==> src/hdl/bdeq_pkg.sv <==
// ----------------------------------------------------------------------------
// bdeq_pkg
// Shared types and codes for the bounded double-ended queue.
// ----------------------------------------------------------------------------
package bdeq_pkg;

  localparam int WORD_W     = 32;
  localparam int OPCODE_W   = 3;
  localparam int STATUS_W   = 2;
  localparam int COUNT_W    = 5;
  localparam int DEPTH_DEF  = 16;

  localparam logic [OPCODE_W-1:0] OP_PUSH_FRONT = 3'd0;
  localparam logic [OPCODE_W-1:0] OP_PUSH_BACK  = 3'd1;
  localparam logic [OPCODE_W-1:0] OP_POP_FRONT  = 3'd2;
  localparam logic [OPCODE_W-1:0] OP_POP_BACK   = 3'd3;
  localparam logic [OPCODE_W-1:0] OP_QUERY      = 3'd4;

  localparam logic [STATUS_W-1:0] ST_OK    = 2'd0;
  localparam logic [STATUS_W-1:0] ST_EMPTY = 2'd1;
  localparam logic [STATUS_W-1:0] ST_FULL  = 2'd2;

  typedef struct packed {
    logic [OPCODE_W-1:0]      opcode;
    logic signed [WORD_W-1:0] push_value;
  } in_t;

  typedef struct packed {
    logic [STATUS_W-1:0]      status;
    logic signed [WORD_W-1:0] popped_value;
    logic [COUNT_W-1:0]       entry_count;
    logic                     is_empty;
    logic signed [WORD_W-1:0] front_value;
    logic signed [WORD_W-1:0] back_value;
  } out_t;

  // Command broadcast to every cell of the chain.
  typedef struct packed {
    logic              ins_front;
    logic              ins_back;
    logic              rem_front;
    logic              rem_back;
    logic [WORD_W-1:0] value;
  } cell_cmd_t;

endpackage

==> src/hdl/bdeq_cell.sv <==
// ----------------------------------------------------------------------------
// bdeq_cell
// One storage cell of the deque chain: a word and its occupied flag.
// ----------------------------------------------------------------------------
module bdeq_cell (
  input  logic                             clk,
  input  logic                             rst_n,
  input  bdeq_pkg::cell_cmd_t              cmd,
  input  logic [bdeq_pkg::WORD_W-1:0]      left_data,
  input  logic                             left_valid,
  input  logic [bdeq_pkg::WORD_W-1:0]      right_data,
  input  logic                             right_valid,
  output logic [bdeq_pkg::WORD_W-1:0]      data_q,
  output logic                             valid_q
);

  logic [bdeq_pkg::WORD_W-1:0] data_r;
  logic [bdeq_pkg::WORD_W-1:0] data_nxt;
  logic                        valid_r;
  logic                        valid_nxt;

  always_comb begin
    data_nxt  = data_r;
    valid_nxt = valid_r;
    priority if (cmd.ins_front) begin
      data_nxt  = left_data;
      valid_nxt = left_valid;
    end else if (cmd.ins_back) begin
      if (!valid_r && left_valid) begin
        data_nxt  = cmd.value;
        valid_nxt = 1'b1;
      end
    end else if (cmd.rem_front) begin
      data_nxt  = right_data;
      valid_nxt = right_valid;
    end else if (cmd.rem_back) begin
      if (valid_r && !right_valid) begin
        valid_nxt = 1'b0;
      end
    end
  end

  always_ff @(posedge clk) begin
    data_r <= data_nxt;
    if (!rst_n) begin
      valid_r <= 1'b0;
    end else begin
      valid_r <= valid_nxt;
    end
  end

  assign data_q  = data_r;
  assign valid_q = valid_r;

endmodule

==> src/hdl/bounded_double_ended_queue.sv <==
// ----------------------------------------------------------------------------
// bounded_double_ended_queue
// Deque of signed 32-bit words held in a chain of storage cells.
// ----------------------------------------------------------------------------
// Each item on the in_ channel is one operation: push front, push back,
// pop front, pop back or query. Every item yields exactly one result item on
// the out_ channel with a status, the popped word, the entry count, an empty
// flag and the front and back words after the operation.
// The front word always sits in the first cell. A push at the front or a
// pop at the front shifts every cell of the chain by one place together; a
// back operation touches only the cell at the edge of the occupied region.
// The chain is updated at the accepting edge, the result is formed in the
// following cycle (S_BUILD) and registered as out_valid rises in S_SEND.
// The back word comes from a one-hot select across all cells, which is why
// the result is formed in a cycle of its own.
// One item is in flight at a time: in_ready stays low until the result has
// been taken, so no new item is taken while one is in S_BUILD or S_SEND.
// A stalled receiver holds the result and blocks input for each stalled cycle.
// After reset the deque is empty and in_ready is high.
// ----------------------------------------------------------------------------
module bounded_double_ended_queue #(
  parameter int DEPTH = bdeq_pkg::DEPTH_DEF
) (
  input  logic            clk,
  input  logic            rst_n,
  input  logic            in_valid,
  output logic            in_ready,
  input  bdeq_pkg::in_t   in_data,
  output logic            out_valid,
  input  logic            out_ready,
  output bdeq_pkg::out_t  out_data
);

  localparam int CW = $clog2(DEPTH + 1);
  localparam int EW = (CW > bdeq_pkg::COUNT_W) ? CW : bdeq_pkg::COUNT_W;

  localparam logic [1:0] S_IDLE  = 2'd0;
  localparam logic [1:0] S_BUILD = 2'd1;
  localparam logic [1:0] S_SEND  = 2'd2;

  logic [1:0]                     state_r;
  logic [1:0]                     state_nxt;
  logic [CW-1:0]                  count_r;
  logic [CW-1:0]                  count_nxt;
  logic [bdeq_pkg::STATUS_W-1:0]  status_r;
  logic [bdeq_pkg::STATUS_W-1:0]  status_nxt;
  logic [bdeq_pkg::WORD_W-1:0]    popped_r;
  logic [bdeq_pkg::WORD_W-1:0]    popped_nxt;
  bdeq_pkg::out_t                 out_r;
  bdeq_pkg::out_t                 out_nxt;
  bdeq_pkg::cell_cmd_t            cmd;

  logic [bdeq_pkg::WORD_W-1:0]    cell_data [DEPTH];
  logic [DEPTH-1:0]               cell_valid;
  logic [DEPTH-1:0]               is_last;
  logic [bdeq_pkg::WORD_W-1:0]    back_word;
  logic                           accept;
  logic                           full;
  logic                           empty;
  logic [EW-1:0]                  count_ext;

  assign accept = in_valid && in_ready;
  assign full   = cell_valid[DEPTH-1];
  assign empty  = !cell_valid[0];

  genvar gi;
  generate
    for (gi = 0; gi < DEPTH; gi++) begin : g_cell
      logic [bdeq_pkg::WORD_W-1:0] l_data;
      logic                        l_valid;
      logic [bdeq_pkg::WORD_W-1:0] r_data;
      logic                        r_valid;
      if (gi == 0) begin : g_first
        assign l_data  = cmd.value;
        assign l_valid = 1'b1;
      end else begin : g_inner_l
        assign l_data  = cell_data[gi-1];
        assign l_valid = cell_valid[gi-1];
      end
      if (gi == DEPTH - 1) begin : g_last
        assign r_data  = '0;
        assign r_valid = 1'b0;
      end else begin : g_inner_r
        assign r_data  = cell_data[gi+1];
        assign r_valid = cell_valid[gi+1];
      end
      assign is_last[gi] = cell_valid[gi] && !r_valid;
      bdeq_cell u_cell (
        .clk         (clk),
        .rst_n       (rst_n),
        .cmd         (cmd),
        .left_data   (l_data),
        .left_valid  (l_valid),
        .right_data  (r_data),
        .right_valid (r_valid),
        .data_q      (cell_data[gi]),
        .valid_q     (cell_valid[gi])
      );
    end
  endgenerate

  always_comb begin
    back_word = '0;
    for (int i = 0; i < DEPTH; i++) begin
      back_word = back_word | (is_last[i] ? cell_data[i] : '0);
    end
  end

  always_comb begin
    cmd.ins_front = 1'b0;
    cmd.ins_back  = 1'b0;
    cmd.rem_front = 1'b0;
    cmd.rem_back  = 1'b0;
    cmd.value     = in_data.push_value;
    status_nxt    = status_r;
    popped_nxt    = popped_r;
    count_nxt     = count_r;
    if (accept) begin
      status_nxt = bdeq_pkg::ST_OK;
      popped_nxt = '0;
      unique case (in_data.opcode)
        bdeq_pkg::OP_PUSH_FRONT: begin
          if (full) begin
            status_nxt = bdeq_pkg::ST_FULL;
          end else begin
            cmd.ins_front = 1'b1;
            count_nxt     = count_r + CW'(1);
          end
        end
        bdeq_pkg::OP_PUSH_BACK: begin
          if (full) begin
            status_nxt = bdeq_pkg::ST_FULL;
          end else begin
            cmd.ins_back = 1'b1;
            count_nxt    = count_r + CW'(1);
          end
        end
        bdeq_pkg::OP_POP_FRONT: begin
          if (empty) begin
            status_nxt = bdeq_pkg::ST_EMPTY;
          end else begin
            cmd.rem_front = 1'b1;
            popped_nxt    = cell_data[0];
            count_nxt     = count_r - CW'(1);
          end
        end
        bdeq_pkg::OP_POP_BACK: begin
          if (empty) begin
            status_nxt = bdeq_pkg::ST_EMPTY;
          end else begin
            cmd.rem_back = 1'b1;
            popped_nxt   = back_word;
            count_nxt    = count_r - CW'(1);
          end
        end
        default: begin
        end
      endcase
    end
  end

  assign count_ext = EW'(count_r);

  always_comb begin
    out_nxt              = out_r;
    state_nxt            = state_r;
    unique case (state_r)
      S_IDLE: begin
        if (accept) begin
          state_nxt = S_BUILD;
        end
      end
      S_BUILD: begin
        out_nxt.status       = status_r;
        out_nxt.popped_value = popped_r;
        out_nxt.entry_count  = count_ext[bdeq_pkg::COUNT_W-1:0];
        out_nxt.is_empty     = empty;
        out_nxt.front_value  = empty ? '0 : cell_data[0];
        out_nxt.back_value   = empty ? '0 : back_word;
        state_nxt            = S_SEND;
      end
      S_SEND: begin
        if (out_ready) begin
          state_nxt = S_IDLE;
        end
      end
      default: begin
        state_nxt = S_IDLE;
      end
    endcase
  end

  always_ff @(posedge clk) begin
    status_r <= status_nxt;
    popped_r <= popped_nxt;
    out_r    <= out_nxt;
    if (!rst_n) begin
      state_r <= S_IDLE;
      count_r <= '0;
    end else begin
      state_r <= state_nxt;
      count_r <= count_nxt;
    end
  end

  assign in_ready  = (state_r == S_IDLE);
  assign out_valid = (state_r == S_SEND);
  assign out_data  = out_r;

endmodule

==> config.mk <==
export PLATFORM = sky130hd
export DESIGN_NAME = bounded_double_ended_queue
export DESIGN_NICKNAME = d
export VERILOG_FILES = /design/src/hdl/bdeq_pkg.sv /design/src/hdl/bdeq_cell.sv /design/src/hdl/bounded_double_ended_queue.sv
export SDC_FILE = /design/constraint.sdc
export NUM_CORES = 1
export LEC_CHECK = 0
export ABC_AREA = 1
export BUFFER_PORTS_ARGS = -buffer_cell sky130_fd_sc_hd__buf_2
export CORE_MARGIN = 2
export CORE_UTILIZATION = 42
export CTS_BUF_LIST = sky130_fd_sc_hd__clkbuf_4 sky130_fd_sc_hd__clkbuf_8
export DETAILED_ROUTE_END_ITERATION = 12
export GPL_TIMING_DRIVEN = 0
export HOLD_SLACK_MARGIN = 0.02
export SETUP_SLACK_MARGIN = 0.15
export SKIP_CTS_REPAIR_TIMING = 1
export SLEW_MARGIN = 20
export SYNTH_ARGS = -nofsm -noshare
export SYNTH_HDL_FRONTEND = slang
export SYNTH_HIERARCHICAL = 1
export SYNTH_SLANG_ARGS = --single-unit
==> constraint.sdc <==
create_clock -name clk -period 9.2 [get_ports clk]
set_input_delay 0.46 -clock clk [delete_from_list [all_inputs] [get_ports clk]]
set_output_delay 0.46 -clock clk [all_outputs]
set_load 0.01 [all_outputs]
==> qor.tcl <==
set qor(antenna_found_initial) 16
set qor(cellPowerDensity_nw_per_um2) 176.0
set qor(power.share.switching) 0.2995
set qor(min_path_type) {primary input to register}
set qor(required_time_at_the_worst_slack_endpoint_ps) 9610
set qor(drt-pass1-iter-count) 8
set qor(path_max_fanout) 32
set qor(layout_filler_cell_count) 8808
set qor(final.min_clock_period_ps) 4602
set qor(clk_pin_slew_ps) 60
set qor(fmax_mhz) 217.3
set qor(power.leakage_nw) 17.88
set qor(synth.distinct_cells) 31
set qor(mappedNetlistArea_sq_um) 37830
set qor(number_of_vias_in_the_routed_layout) 33630
set qor(count_of_warnings_emitted_by_yosys) 6
set qor(nNetsFinal) 4923
set qor(cp-end-kind) {register}
set qor(slew-limit-headroom) 0.3066
set qor(place_congestion) 1.011
set qor(irDropWorstVdd_uv) 113.7
set qor(vias_per_cell) 5.455
set qor(wire_length_of_the_first_global_routing_pass_microns) 218500
set qor(fin_util) 0.4772
set qor(cp_data_arrival_time_ps) 5010
set qor(placementRows) 110
set qor(post_synth_and_or_nand_nor_area_fraction) 0.3916
set qor(pwr-share-seq) 0.483
set qor(clock_insertion_delay_worst_skew_ps) 820
set qor(synth.yosys.seq_area_share) 0.5282
set qor(power.combinational.fraction) 0.138
set qor(synth-adder-area-share) 0.001522
set qor(clock_tree_from_tritoncts) {done}
set qor(layout_common_cells) {2056 x sky130_fd_sc_hd__nand2_1, 979 x sky130_fd_sc_hd__nand3_1, 650 x sky130_fd_sc_hd__edfxtp_1}
set qor(grtUsageTotal) 0.3287
set qor(post_synth_inst_count) 4561
set qor(synth.mux.area_fraction) 0
set qor(iteration_0_drc_count_of_the_detailed_router) 4781
set qor(average_size_of_a_mapped_cell_sq_um) 8.293
set qor(postRouteAntennaNets) 0
set qor(cts_buffers) 120
set qor(fin_skew_ps) 50.90
set qor(htreeDepth) 3
set qor(fin_hold_ws_ps) 144.0
set qor(clock_tree.buffer_depth) 3
set qor(synth_compound_area_frac) 0.009659
set qor(area_delta_synth_final_pct) 13.04
set qor(p_int_mw) 5.271
set qor(wl_per_cell_microns) 25.04
set qor(clock-sinks) 673
set qor(tns_ps) 0
set qor(placement.io_buffers) 144
set qor(hold_violations) 0
set qor(drv_slew) 0
set qor(drive_above_1_share) 0.1638
set qor(synth_xor_xnor_area_share) 0.0004631
set qor(slew_at_the_pin_closest_to_its_max_slew_limit_ps) 1040
set qor(floorplan.die_area_sq_um) 92480
set qor(cap_viol_max_count) 0
set qor(portion_of_total_power_attributed_to_the_clock_network) 0.379
set qor(report.final.setup_viol) 0
set qor(setup_repair_after_global_routing_missed_its_margin) {false}
set qor(grt_overflow_total) 0
set qor(floorplan.die.height_microns) 304.1
set qor(initial_core_util) 0.4222
set qor(critical_path_class) {register to register}
set qor(design.core.area_sq_um) 89600
set qor(outcome) {finished, final reports clean}
set qor(fp.dieW_microns) 304.1
set qor(synth.ff_latch_count) 673
set qor(post_route_fraction_of_the_period_consumed_by_the_critical_path) 0.5002
set qor(io_pins) 145
set qor(grt_start_max_net_pins) 63
set qor(via_count_of_the_first_global_routing_pass) 30810
set qor(switching_power_mw) 2.254
set qor(synth_top_family_by_area) {simple AND/OR/NAND/NOR gates}
set qor(remaining_drc_errors) 0
set qor(cts_root_buf) {sky130_fd_sc_hd__clkbuf_8}
set qor(layout.cells.most_common) {sky130_fd_sc_hd__nand2_1}
set qor(totalPowerFinal_mw) 7.525
set qor(drt-total-wl_microns) 154400
set qor(start_kind) {register}
set qor(dp.final_hpwl_microns) 126700
## synth_stat cells (all sizes together)
master,n,area share
a21oi,35,0.0062
and2,9,0.0015
buf,246,0.053
clkbuf,15,0.0015
clkinv,21,0.0021
conb,2,0.00020
dfxtp,23,0.012
edfxtp,650,0.52
fa,1,0.00053
ha,3,0.00099
inv,122,0.012
nand2,2137,0.22
nand3,990,0.13
nor2,273,0.039
nor3,5,0.0012
nor4,1,0.00017
o21ai,26,0.0034
xor2,2,0.00046
## per-stage QoR
step	area [sq um]	setup slack [ps]	instances
floorplan	37950	776.0	4595
global placement	40150	-3775	5915
detailed placement	40360	4627	5933
CTS	42730	4608	6157
global route	42760	4469	6164
finish	42760	4598	6164
## critical path, cell delays in order (launching register included)
cell	delay, ps
sky130_fd_sc_hd__dfxtp_1	340
sky130_fd_sc_hd__buf_4	250
sky130_fd_sc_hd__inv_2	230
sky130_fd_sc_hd__buf_2	460
sky130_fd_sc_hd__nand2_1	190
sky130_fd_sc_hd__nor3_2	410
sky130_fd_sc_hd__buf_4	290
sky130_fd_sc_hd__buf_4	220
sky130_fd_sc_hd__buf_4	200
sky130_fd_sc_hd__buf_4	200
sky130_fd_sc_hd__buf_4	220
sky130_fd_sc_hd__buf_6	180
sky130_fd_sc_hd__buf_4	190
sky130_fd_sc_hd__nor2_4	90
sky130_fd_sc_hd__nand2_2	70
sky130_fd_sc_hd__nand2_2	80
sky130_fd_sc_hd__inv_2	550
## area by class of cell
cell class	count	area, sq um	area share
multi-input cells	3518	15410	0.3605
clock inverters	58	367.9	0.008603
flip-flops and latches	673	19980	0.4673
diodes	6	15.01	0.0003512
inverters	143	541.8	0.01267
well taps	1176	1471	0.03441
plain buffers	261	2049	0.04793
clock buffers	166	2003	0.04685
repair buffers	163	917.1	0.02145
## flip-flops by register name, summed over array words and instances, names as in the netlist
signal / cells
count_ext: 5
g_cell.u_cell/data_q: 512
g_cell.u_cell/valid_q: 16
out_data: 104
popped_r: 32
state_r: 2
status_r: 2
## power groups by stage
stage / clock network (mW) / registers (mW) / logic [mW]
after global placement: 0 / 3.70 / 0.998
after global routing: 3.01 / 3.65 / 1.10
after CTS: 2.87 / 3.63 / 1.01
final: 2.85 / 3.64 / 1.04
after floorplan: 0 / 3.66 / 0.571
after detailed placement: 0 / 3.69 / 1.01
## per-layer routing
metal,track usage,up-vias,share of wire
li1,-,15790,-
met1,0.4365,15600,0.39
met2,0.5214,1908,0.45
met3,0.06546,322,0.10
met4,0.1467,10,0.049
met5,0,-,0.00045
## path summary, 6_finish.rpt
path                                                 from                          end  slack, ps  cells after the start
worst max register to register  g_cell[15].u_cell/valid_q  g_cell[14].u_cell/data_q[6]       4600                     16
worst min register to register               popped_r[18]                 out_data[88]        400                      0
worst max-delay path            g_cell[15].u_cell/valid_q  g_cell[14].u_cell/data_q[6]       4600                     16
worst min-delay path                             in_valid                   state_r[0]        140                      3
## logic make-up after synthesis
family / count (synthesis)
and+or+nand+nor: 3415
DFF: 673
buffers and inverters: 404
AOI/OAI and AO/OA: 61
adders and majority gates: 4
xor gates and xnor gates: 2
other: 2
Power figures use the tool's default switching activity.
